===== src/rtl/clipped_spiral_grid_order_unit_assert.svh =====
// Assertion shorthands for the spiral order unit.
// Each macro expects signals named clock and reset in the including module.
`ifndef CLIPPED_SPIRAL_GRID_ORDER_UNIT_ASSERT_SVH
`define CLIPPED_SPIRAL_GRID_ORDER_UNIT_ASSERT_SVH

// Consequent checked in the same cycle as the antecedent.
`define CSGO_ASSERT_SAME(name, ante, cons, msg) \
   name: assert property (@(posedge clock) disable iff (reset) (ante) |-> (cons)) \
      else $error(msg);

// Consequent checked in the cycle after the antecedent.
`define CSGO_ASSERT_NEXT(name, ante, cons, msg) \
   name: assert property (@(posedge clock) disable iff (reset) (ante) |=> (cons)) \
      else $error(msg);

`endif


===== src/rtl/csgo_pkg.sv =====
package csgo_pkg;

   // Grid limits and port widths.
   localparam logic [3:0] MAX_ROWS   = 4'd8;
   localparam logic [3:0] MAX_COLS   = 4'd8;
   localparam int         REQ_DATA_W = 8;
   localparam int         RSP_DATA_W = 24;
   localparam int         CSR_IDX_W  = 2;
   localparam int         CSR_DATA_W = 4;

   // Register indexes of the configuration port.
   typedef enum logic [CSR_IDX_W-1:0] {
      CSR_GRID_ROWS  = 2'd0,
      CSR_GRID_COLS  = 2'd1,
      CSR_CENTER_ROW = 2'd2,
      CSR_CENTER_COL = 2'd3
   } csr_index_type;

   // Sides of one ring: a single step up, then right, down, left and up.
   typedef enum logic [2:0] {
      PH_ENTRY = 3'd0,
      PH_RIGHT = 3'd1,
      PH_DOWN  = 3'd2,
      PH_LEFT  = 3'd3,
      PH_UP    = 3'd4
   } phase_type;

   // Program counter of the sequencer.
   typedef enum logic [1:0] {
      PC_IDLE   = 2'd0,
      PC_CENTRE = 2'd1,
      PC_WALK   = 2'd2
   } pc_type;

   // Jump conditions.
   typedef enum logic {
      COND_START = 1'b0,
      COND_DONE  = 1'b1
   } cond_type;

   // One control word of the program.
   typedef struct packed {
      logic     take_item;
      logic     emit_centre;
      logic     walk;
      cond_type cond;
      pc_type   on_true;
      pc_type   on_false;
   } uword_type;

   typedef struct packed {
      logic signed [4:0] row;
      logic signed [4:0] col;
   } delta_type;

   // Program store: waits for a start word, emits the centre, then walks
   // one spiral position per step until the last cell has been sent.
   function automatic uword_type ucode(input pc_type pc);
      uword_type w;
      unique case (pc)
         PC_IDLE:   w = '{1'b1, 1'b0, 1'b0, COND_START, PC_CENTRE, PC_IDLE};
         PC_CENTRE: w = '{1'b0, 1'b1, 1'b0, COND_DONE,  PC_IDLE,   PC_WALK};
         PC_WALK:   w = '{1'b0, 1'b0, 1'b1, COND_DONE,  PC_IDLE,   PC_WALK};
         default:   w = '{1'b1, 1'b0, 1'b0, COND_START, PC_CENTRE, PC_IDLE};
      endcase
      return w;
   endfunction

   // Move of one step on each side of a ring.
   function automatic delta_type phase_delta(input phase_type ph);
      delta_type d;
      unique case (ph)
         PH_ENTRY: d = '{-5'sd1, 5'sd0};
         PH_RIGHT: d = '{5'sd0, 5'sd1};
         PH_DOWN:  d = '{5'sd1, 5'sd0};
         PH_LEFT:  d = '{5'sd0, -5'sd1};
         PH_UP:    d = '{-5'sd1, 5'sd0};
         default:  d = '{5'sd0, 5'sd0};
      endcase
      return d;
   endfunction

   // Size register as used: zero counts as one, large values saturate.
   function automatic logic [3:0] clamp_size(input logic [3:0] v, input logic [3:0] maxv);
      logic [3:0] r;
      if (v == 4'd0) begin
         r = 4'd1;
      end else if (v > maxv) begin
         r = maxv;
      end else begin
         r = v;
      end
      return r;
   endfunction

endpackage


===== src/rtl/clipped_spiral_grid_order_unit.sv =====
// Channel  Direction  Handshake              Contents
// req      in         req_tvalid/req_tready  start word: start_req in bit 0
// rsp      out        rsp_tvalid/rsp_tready  one grid cell per word, rsp_tlast on the final cell
// csr      in         csr_valid/csr_ready    register index and write data
//
// A start word with start_req high is taken, the centre is sent next, and then
// the walker visits one spiral position per cycle while the output register does
// not stall it, in or out of the grid; the longest run is an 8 by 8 grid centred
// on its bottom-right corner.
// A start word with start_req low is consumed and produces nothing.
// Reset is synchronous and active high; it restores the register defaults.
// A full output register with rsp_tready low holds the sequencer on the cell.
`include "clipped_spiral_grid_order_unit_assert.svh"

module clipped_spiral_grid_order_unit (
   input  logic                              clock,
   input  logic                              reset,
   input  logic                              req_tvalid,
   output logic                              req_tready,
   input  logic [csgo_pkg::REQ_DATA_W-1:0]   req_tdata,   // [0] start_req, rest zero
   output logic                              rsp_tvalid,
   input  logic                              rsp_tready,
   output logic [csgo_pkg::RSP_DATA_W-1:0]   rsp_tdata,   // [2:0] cell_row, [5:3] cell_col,
                                                          // [11:6] slot_index, [17:12] rank
   output logic                              rsp_tlast,
   input  logic                              csr_valid,
   output logic                              csr_ready,
   input  logic [csgo_pkg::CSR_IDX_W-1:0]    csr_index,
   input  logic [csgo_pkg::CSR_DATA_W-1:0]   csr_wdata
);
   import csgo_pkg::*;

   // Configuration registers.
   logic [3:0] grid_rows_ff, grid_cols_ff;
   logic [2:0] center_row_ff, center_col_ff;

   // Sequencer and walker state.
   pc_type            pc_ff, pc_in;
   logic [3:0]        eff_rows_ff, eff_rows_in, eff_cols_ff, eff_cols_in;
   logic [6:0]        total_ff, total_in, count_ff, count_in;
   logic signed [4:0] row_ff, row_in, col_ff, col_in;
   logic [3:0]        level_ff, level_in;
   phase_type         phase_ff, phase_in;
   logic [4:0]        step_ff, step_in;

   // Output register.
   logic       rsp_valid_ff, rsp_valid_in;
   logic [2:0] rsp_row_ff, rsp_row_in, rsp_col_ff, rsp_col_in;
   logic [5:0] rsp_slot_ff, rsp_slot_in, rsp_rank_ff, rsp_rank_in;
   logic       rsp_last_ff, rsp_last_in;

   uword_type         uw;
   delta_type         dlt;
   logic signed [4:0] next_row, next_col;
   logic              in_grid, accept, start, out_free, emit, stall, is_last, cond_true;
   logic [2:0]        emit_row, emit_col;
   logic [6:0]        row_times_cols;
   logic [4:0]        side_len, step_next;
   logic [3:0]        clamp_rows, clamp_cols;
   logic [2:0]        max_row, max_col;

   assign csr_ready = 1'b1;

   // Register writes; an index outside the list cannot occur with this index width.
   always_ff @(posedge clock) begin
      if (reset) begin
         grid_rows_ff  <= 4'd8;
         grid_cols_ff  <= 4'd8;
         center_row_ff <= 3'd3;
         center_col_ff <= 3'd3;
      end else if (csr_valid) begin
         unique case (csr_index_type'(csr_index))
            CSR_GRID_ROWS:  grid_rows_ff  <= csr_wdata;
            CSR_GRID_COLS:  grid_cols_ff  <= csr_wdata;
            CSR_CENTER_ROW: center_row_ff <= csr_wdata[2:0];
            CSR_CENTER_COL: center_col_ff <= csr_wdata[2:0];
         endcase
      end
   end

   // Control word fetch and input handshake.
   assign uw         = ucode(pc_ff);
   assign req_tready = uw.take_item;
   assign accept     = req_tvalid & req_tready;
   assign start      = accept & req_tdata[0];
   assign out_free   = ~rsp_valid_ff | rsp_tready;

   // Sizes and centre as used for a new run.
   assign clamp_rows = clamp_size(grid_rows_ff, MAX_ROWS);
   assign clamp_cols = clamp_size(grid_cols_ff, MAX_COLS);
   assign max_row    = 3'(clamp_rows - 4'd1);
   assign max_col    = 3'(clamp_cols - 4'd1);

   // Walker: candidate position and its place in the grid.
   assign dlt      = phase_delta(phase_ff);
   assign next_row = row_ff + dlt.row;
   assign next_col = col_ff + dlt.col;
   assign in_grid  = (next_row >= 5'sd0) && (next_row < $signed({1'b0, eff_rows_ff})) &&
                     (next_col >= 5'sd0) && (next_col < $signed({1'b0, eff_cols_ff}));

   // Side length: one step on entry, 2k-1 to the right, 2k on the others.
   always_comb begin
      case (phase_ff)
         PH_ENTRY: side_len = 5'd1;
         PH_RIGHT: side_len = {level_ff, 1'b0} - 5'd1;
         default:  side_len = {level_ff, 1'b0};
      endcase
   end
   assign step_next = step_ff + 5'd1;

   // Emission of a cell and the flow control around it.
   assign emit           = uw.emit_centre | (uw.walk & in_grid);
   assign emit_row       = uw.emit_centre ? row_ff[2:0] : next_row[2:0];
   assign emit_col       = uw.emit_centre ? col_ff[2:0] : next_col[2:0];
   assign stall          = emit & ~out_free;
   assign is_last        = emit & ((count_ff + 7'd1) == total_ff);
   assign row_times_cols = {4'd0, emit_row} * {3'd0, eff_cols_ff};

   // Jump condition of the current word.
   always_comb begin
      unique case (uw.cond)
         COND_START: cond_true = start;
         COND_DONE:  cond_true = is_last & ~stall;
         default:    cond_true = 1'b0;
      endcase
   end

   // Next program counter.
   always_comb begin
      if (stall) begin
         pc_in = pc_ff;
      end else if (cond_true) begin
         pc_in = uw.on_true;
      end else begin
         pc_in = uw.on_false;
      end
   end

   // Datapath next values.
   always_comb begin
      eff_rows_in  = eff_rows_ff;
      eff_cols_in  = eff_cols_ff;
      total_in     = total_ff;
      count_in     = count_ff;
      row_in       = row_ff;
      col_in       = col_ff;
      level_in     = level_ff;
      phase_in     = phase_ff;
      step_in      = step_ff;
      rsp_row_in   = rsp_row_ff;
      rsp_col_in   = rsp_col_ff;
      rsp_slot_in  = rsp_slot_ff;
      rsp_rank_in  = rsp_rank_ff;
      rsp_last_in  = rsp_last_ff;
      rsp_valid_in = rsp_valid_ff & ~rsp_tready;

      // A new run latches sizes and puts the walker on the clamped centre.
      if (start) begin
         eff_rows_in = clamp_rows;
         eff_cols_in = clamp_cols;
         total_in    = 7'({4'd0, clamp_rows} * {4'd0, clamp_cols});
         count_in    = 7'd0;
         row_in      = $signed({2'b00, (center_row_ff > max_row) ? max_row : center_row_ff});
         col_in      = $signed({2'b00, (center_col_ff > max_col) ? max_col : center_col_ff});
      end

      // After the centre the walker begins ring one.
      if (uw.emit_centre && !stall) begin
         level_in = 4'd1;
         phase_in = PH_ENTRY;
         step_in  = 5'd0;
      end

      // One spiral position a cycle unless stalled, turning at the end of each side.
      if (uw.walk && !stall) begin
         row_in = next_row;
         col_in = next_col;
         if (step_next == side_len) begin
            step_in = 5'd0;
            if (phase_ff == PH_UP) begin
               phase_in = PH_ENTRY;
               level_in = level_ff + 4'd1;
            end else begin
               phase_in = phase_type'(phase_ff + 3'd1);
            end
         end else begin
            step_in = step_next;
         end
      end

      // Load the output register with the visited cell.
      if (emit && !stall) begin
         rsp_valid_in = 1'b1;
         rsp_row_in   = emit_row;
         rsp_col_in   = emit_col;
         rsp_slot_in  = row_times_cols[5:0] + {3'd0, emit_col};
         rsp_rank_in  = count_ff[5:0];
         rsp_last_in  = is_last;
         count_in     = count_ff + 7'd1;
      end
   end

   // Control registers.
   always_ff @(posedge clock) begin
      if (reset) begin
         pc_ff        <= PC_IDLE;
         rsp_valid_ff <= 1'b0;
      end else begin
         pc_ff        <= pc_in;
         rsp_valid_ff <= rsp_valid_in;
      end
   end

   // Payload and walker registers.
   always_ff @(posedge clock) begin
      eff_rows_ff <= eff_rows_in;
      eff_cols_ff <= eff_cols_in;
      total_ff    <= total_in;
      count_ff    <= count_in;
      row_ff      <= row_in;
      col_ff      <= col_in;
      level_ff    <= level_in;
      phase_ff    <= phase_in;
      step_ff     <= step_in;
      rsp_row_ff  <= rsp_row_in;
      rsp_col_ff  <= rsp_col_in;
      rsp_slot_ff <= rsp_slot_in;
      rsp_rank_ff <= rsp_rank_in;
      rsp_last_ff <= rsp_last_in;
   end

   assign rsp_tvalid = rsp_valid_ff;
   assign rsp_tlast  = rsp_last_ff;
   assign rsp_tdata  = {6'd0, rsp_rank_ff, rsp_slot_ff, rsp_col_ff, rsp_row_ff};

   // Checks on the sequencer and the walker.
   `CSGO_ASSERT_SAME(a_count_below_total, pc_ff != PC_IDLE, count_ff < total_ff, "count overran total")
   `CSGO_ASSERT_NEXT(a_row_in_grid, emit && !stall, 4'(rsp_row_ff) < eff_rows_ff, "row outside grid")
   `CSGO_ASSERT_NEXT(a_last_ends_run, emit && !stall && is_last, pc_ff == PC_IDLE, "run did not end")
   `CSGO_ASSERT_NEXT(a_run_continues, emit && !stall && !is_last, pc_ff == PC_WALK, "run ended early")

endmodule


===== config.mk =====
export PLATFORM = sky130hd
export DESIGN_NAME = clipped_spiral_grid_order_unit
export DESIGN_NICKNAME = d
export VERILOG_FILES = /design/src/rtl/csgo_pkg.sv /design/src/rtl/clipped_spiral_grid_order_unit.sv
export VERILOG_INCLUDE_DIRS = /design/src /design/src/rtl
export SDC_FILE = /design/constraint.sdc
export NUM_CORES = 1
export LEC_CHECK = 0
export CAP_MARGIN = 0
export CORE_AREA = 2 2 103 204
export CTS_CLUSTER_SIZE = 8
export DETAILED_ROUTE_END_ITERATION = 16
export DIE_AREA = 0 0 105 206
export DONT_BUFFER_PORTS = 1
export PLACE_DENSITY = 0.39
export SYNTH_ARGS = -nofsm -noshare
export SYNTH_HDL_FRONTEND = slang
export SYNTH_SLANG_ARGS = --single-unit

===== constraint.sdc =====
create_clock -name clock -period 13.9 [get_ports clock]
set_input_delay 0 -clock clock [delete_from_list [all_inputs] [get_ports clock]]
set_output_delay 0 -clock clock [all_outputs]
set_load 0.05 [all_outputs]

# After elaboration in Yosys (flattened, before gate mapping)

Cells that the tools add are included.

Logic and storage cells: 115
Register bits after elaboration: 80
Output and inout port bits: 28
Input bits: 19

Reduce and logical (&&, ||, !) cells: 19
Equal/unequal tests: 11
Muxes and demuxes: 31
Add/sub/neg operators: 10
Multiply operators: 2
Bitwise gates (word level): 14
Magnitude comparators: 8

Operators with widths:

| kind                                                  | count |
|---|---|
| case mux 10 bit (4 select lines)                      | 1 |
| 2-to-1 mux 5 bit                                      | 7 |
| 2-to-1 mux 4 bit                                      | 8 |
| 2-to-1 mux 3 bit                                      | 8 |
| case mux 8 bit (2 select lines)                       | 1 |
| 2-to-1 mux 7 bit                                      | 2 |
| adder 5 bit                                           | 2 |
| >= comparator 5 x 1 -> 1 bit (second input constant)  | 2 |
| < comparator 5 bit                                    | 2 |
| case mux 5 bit (2 select lines)                       | 1 |
| greater-than comparator 4 bit (second input constant) | 2 |
| zero test 4 bit                                       | 2 |
| AND reduction 2 bit                                   | 4 |
| adder 7 x 1 -> 7 bit (second input constant)          | 1 |
| AND 1 bit                                             | 7 |
| == test 7 bit                                         | 1 |
| multiplier 4 x 4 -> 7 bit                             | 1 |
| adder 6 x 3 -> 6 bit                                  | 1 |
| == test 2 bit (second input constant)                 | 3 |
| == test 3 x 2 -> 1 bit (second input constant)        | 2 |
| greater-than comparator 3 bit                         | 2 |
| logical AND 1 bit                                     | 6 |
| multiplier 3 x 4 -> 6 bit                             | 1 |
| nonzero test 2 bit                                    | 3 |
| other kinds (18)                                      | 25 |

# Longest topological paths before layout

Word-level depth: 17
Mapped depth: 19
Gate-level depth less buffers: 18

# Worst setup path after synthesis

OpenSTA, ideal clock, no wires.

Path type: reg2reg
Start: register phase_ff[0]
End: register rsp_slot_ff[5] (data pin)
Period minus slack after synthesis: 4427 ps
Buffers on the path: 1
Setup time: 258 ps
Stages on the path, launching flop included: 20
Setup slack: 9473 ps
Required time: 13642 ps
Arrival: 4169 ps
Cells stage by stage: dfxtp_1 inv_1 ha_1 buf_4 a21o_1 ha_1 ha_1 nor2_1 mux2i_1 xor2_1 o21ai_0 nand2_1 fa_1 fa_1 inv_1 fa_1 a21o_1 a21oi_1 xnor2_1 xnor2_1

Longest elaborated chain between the ends: 7
Elaborated cells on any way between the ends: 13
Classes of those cells: 3 x add/sub; 1 x mul; 4 x eq/ne; 3 x mux; 2 x reduce/logical

RTL lines:

| what                                                    | RTL line                              | source |
|---|---|---|
| start: declaration                                      | clipped_spiral_grid_order_unit.sv:43  | `phase_type phase_ff, phase_in;` |
| start signal: assignment                                | clipped_spiral_grid_order_unit.sv:223 | `phase_ff <= phase_in;` |
| == test 3 bit / zero test 3 bit (equally long branches) | csgo_pkg.sv:72                        | `unique case (ph)` |
| OR reduction 2 bit (no line)                            | --                                    |  |
| case mux 10 bit (4 select lines) (*)                    | csgo_pkg.sv:72                        |  |
| adder 5 bit (*)                                         | clipped_spiral_grid_order_unit.sv:96  | `assign next_row = row_ff + dlt.row;` |
| 2-to-1 mux 3 bit (*)                                    | clipped_spiral_grid_order_unit.sv:113 | `assign emit_row = uw.emit_centre ? row_ff[2:0] : next_row[2:0];` |
| named net emit_row[2]                                   | clipped_spiral_grid_order_unit.sv:56  | `logic [2:0] emit_row, emit_col;` |
| multiplier 3 x 4 -> 6 bit (*)                           | clipped_spiral_grid_order_unit.sv:117 | `assign row_times_cols = {4'd0, emit_row} * {3'd0, eff_cols_ff};` |
| adder 6 x 3 -> 6 bit (*)                                | clipped_spiral_grid_order_unit.sv:196 | `rsp_slot_in = row_times_cols[5:0] + {3'd0, emit_col};` |
| end signal: assignment                                  | clipped_spiral_grid_order_unit.sv:227 | `rsp_slot_ff <= rsp_slot_in;` |
| end: declaration                                        | clipped_spiral_grid_order_unit.sv:49  | `logic [5:0] rsp_slot_ff, rsp_slot_in, rsp_rank_ff, rsp_rank_in;` |

The timed path passes the listed nets; every way through them passes the cells marked *.
A chain may end at the register's enable or synchronous reset.

# Worst setup path in the final report

Same ends and word-level chain as after synthesis.

==> results by group <==
Outcome
  – Status: finished, final reports clean

Die
  – Die width: 105 µm
  – Die area: 21630 µm²
  – Core Rows: 74
  – # IOs: 47
  – Initial Util: 24.49%
  – Height of the die: 206 µm
  – Core area: 20180 µm²

Yosys
  – Post-synth EDFFs: 56
  – Yosys warns: 0
  – Share of the synthesized area in the top cell type: 34.02%
  – #FFs+latches synth: 80
  – Unique masters post-synth: 49
  – Area of the mapped netlist: 4943 µm²
  – Fraction of registers with async set/reset: 0%
  – Synth area leaders: edfxtp_1 (34%), ha_1 (13%), dfxtp_1 (9.7%), fa_1 (3.6%), xor2_1 (3.5%)
  – Top_reg_cell synth: edfxtp_1
  – Cell taking the most area after synthesis: edfxtp_1
  – Syn Area/Cell: 10.68 µm²
  – Seq/Total Area, Yosys: 43.74%
  – Post-Synthesis Cells: 463

Timing
  – Worst setup margin: 8841 ps
  – Worst hold-check slack: 7.533 ps
  – Total Negative Setup Slacks: 0 ps
  – Max-slew headroom: 40.73%
  – RSZ-0062 raised after global routing: false
  – Tmin final: 5059 ps
  – Final Skew: 12.55 ps
  – Final Hold Fails: 0
  – # setup viols final: 0
  – Final period utilization: 36.40%
  – Worst-Margin Slew: 887.1 ps
  – FMAX: 0.1977 GHz
  – Slew Limit Fails: 0

Clocking
  – Root Driver: clkbuf_16
  – Clock Path Buffers: 2
  – # Post-CTS Setup Buffers: 0
  – Clock buffer count from CTS: 9
  – CTS tree: done
  – Worst-Skew Late Latency: 350 ps
  – Max H-tree Level: 3
  – Reg clk slew, reported paths: 70 ps
  – CTS Sinks: 80

Job
  – Max-cap viol count: 0

Global route
  – GRT busiest layer: met2
  – Antenna violations before repair: 0
  – First-pass GRT wire length: 16170 µm
  – Met3 usage: 2.428%
  – Grt ovf: 0
  – Largest net degree at the start of global routing: 21
  – Grt met1 use: 11.89%
  – GR Layer Usage met2: 15.93%
  – Total GRT Usage: 9.689%
  – Vias in the first global route: 3104

Min path
  – Worst hold path type: input pin to flip-flop
  – Hold_sp: csr_index[0]
  – Hold Crit Endpoint: grid_rows_ff[2]$_SDFFE_PP0P_
  – Hold Crit Depth: 3

Placement
  – Port Buffers: 0
  – Dpl cells: 713
  – DP Worst Slack: 8780 ps
  – DP HPWL: 7353 µm
  – Post-Place Cell Area: 5182 µm²
  – RD Place Congestion: 0.7482

Pwr
  – LEAKAGE: 2.314 nW
  – Overall power: 659.6 µW
  – IR Drop Worst-Case VDD: 48.49 µV
  – Power per Cell Area: 117.8 nW/µm²

Detailed routing
  – Pre-antenna DRT Iters: 4
  – DRT iter0 DRCs: 103
  – DR vias/cell: 4.171
  – # DRC: 0
  – Final antenna-violating net count: 0
  – WL final: 9752 µm
  – Routed len/inst: 13.16 µm
  – Total number of vias: 3091

Critical path
  – CP required: 14000 ps
  – Worst R2R Start: phase_ff[0]$_DFF_P_
  – Reg2Reg Depth: 18
  – Startpoint class of the critical path: flip-flop
  – Worst flop-to-flop path endpoint: rsp_slot_ff[5]$_DFFE_PP_
  – Worst path arrival time: 5160 ps
  – Crit Path Class: flip-flop to flip-flop
  – Reg-to-reg slack, setup: 8840 ps
  – Crit path capture type: flip-flop
  – Crit Path Max Fanout: 10

Cells and area
  – Final core utilization: 27.75%
  – N_diodes: 0
  – Nets: 549
  – Final Cell Area: 5600 µm²
  – Fillers: 2173
  – Syn-to-layout area delta: 13.29%
  – Fin cells: 741
  – Fraction of layout cells with a size suffix above 1: 7.368%
[critical path, stage by stage, from the launching register on]
cell and delay (ps):
dfxtp_1 380, inv_1 110, ha_1 360, a21o_1 240, ha_1 210, ha_1 240
nor2_1 100, mux2i_1 90, xor2_1 190, o21ai_0 580, nand2_1 170, fa_1 520
fa_1 510, inv_1 70, fa_1 450, a21o_1 190, a21oi_1 170, xnor2_1 150
xnor2_1 80
[kinds of logic (layout without fill, tap and decap cells)]
group / after synthesis / after routing / synth area share (%)
adders and majority gates: 60 / 60 / 16.55
DFF: 80 / 80 / 43.74
muxes: 27 / 27 / 5.821
buffers and inverters: 62 / 69 / 5.391
xor gates and xnor gates: 39 / 39 / 6.910
other: 2 / 7 / 0.1519
AOI/OAI and AO/OA: 56 / 56 / 7.846
and+or+nand+nor: 137 / 137 / 13.59
[power by group]
| group | internal, mW | total (mW) | switching, mW |
|---|---|---|---|
| Combinational | 0.0505 | 0.121 | 0.0700 |
| Sequential | 0.277 | 0.301 | 0.0238 |
| Clock | 0.134 | 0.238 | 0.104 |
| Total | 0.462 | 0.660 | 0.198 |
[placed cells by master, fill, tap and decap left out, drive strengths merged, types with 3 or more instances in the layout]
cell type and instances:
dfxtp 24, mux2 11, clkbuf 10, o21ai 11, nand2 33, and2 11, nor2 45, a21o 9
xor2 20, xnor2 19, nor2b 4, edfxtp 56, a211oi 5, mux2i 16, o31ai 3, a21oi 16
nand3 10, conb 7, fa 9, nand2b 14, ha 51, a31oi 4, dlygate4sd3 12, inv 44
[Yosys cell counts, types with 3 or more instances]
cell type and n:
buf_4 8, fa_1 9, a21oi_1 16, nor2_1 45, mux2_2 10, and2_1 11
clkbuf_1 9, a211oi_1 5, xor2_1 20, nand2_1 33, nor2b_1 4, nand2b_1 14
a31oi_1 3, buf_2 3, edfxtp_1 56, ha_1 51, xnor2_1 19, mux2i_1 16
dfxtp_1 24, o21ai_0 10, nand3_1 10, inv_1 41, a21o_1 9
[per-layer routing]
metal | part of all wire [%] | wire length (µm)
met2 | 48 | 4729
met4 | 2.1 | 208
met1 | 46 | 4523
met5 | 0 | 0
met3 | 3.0 | 290
[repair_timing]
action                     in CTS  in global routing
hold endpoints to repair       17                  0
setup endpoints to repair       0                  0
hold buffers                   12                  0
gates resized for setup         0                  0
[state kept, by name, summed over array words and instances, names as in the netlist]
signal / count
count_ff: 7
total_ff: 7
rsp_rank_ff: 6
rsp_slot_ff: 6
col_ff: 5
row_ff: 5
step_ff: 5
eff_cols_ff: 4
eff_rows_ff: 4
grid_cols_ff: 4
grid_rows_ff: 4
level_ff: 4
center_col_ff: 3
center_row_ff: 3
phase_ff: 3
rsp_col_ff: 3
rsp_row_ff: 3
pc_ff: 2
rsp_tlast: 1
rsp_tvalid: 1
[how the worst max path moves through the flow]
stage | endpoint | cells past startpoint | start
final | rsp_slot_ff[5]$_DFFE_PP_ | 18 | phase_ff[0]$_DFF_P_
after floorplan | rsp_slot_ff[5]$_DFFE_PP_ | 19 | phase_ff[0]$_DFF_P_
after global routing | rsp_slot_ff[5]$_DFFE_PP_ | 18 | phase_ff[0]$_DFF_P_
after detailed placement | rsp_slot_ff[5]$_DFFE_PP_ | 18 | phase_ff[0]$_DFF_P_
after CTS | rsp_slot_ff[5]$_DFFE_PP_ | 18 | phase_ff[0]$_DFF_P_
after global placement | rsp_slot_ff[5]$_DFFE_PP_ | 18 | phase_ff[0]$_DFF_P_
[layout make-up]
cell class,instances,area (µm²),area share [%]
tap,266,332.8,5.943
sequential,80,2162,38.61
clock buffer,10,250.2,4.468
clock inverter,6,47.55,0.8490
timing repair buffer,12,120.1,2.145
multi-input combinational,326,2534,45.24
inverter,41,153.9,2.748
(Power assumes the default switching activity.)
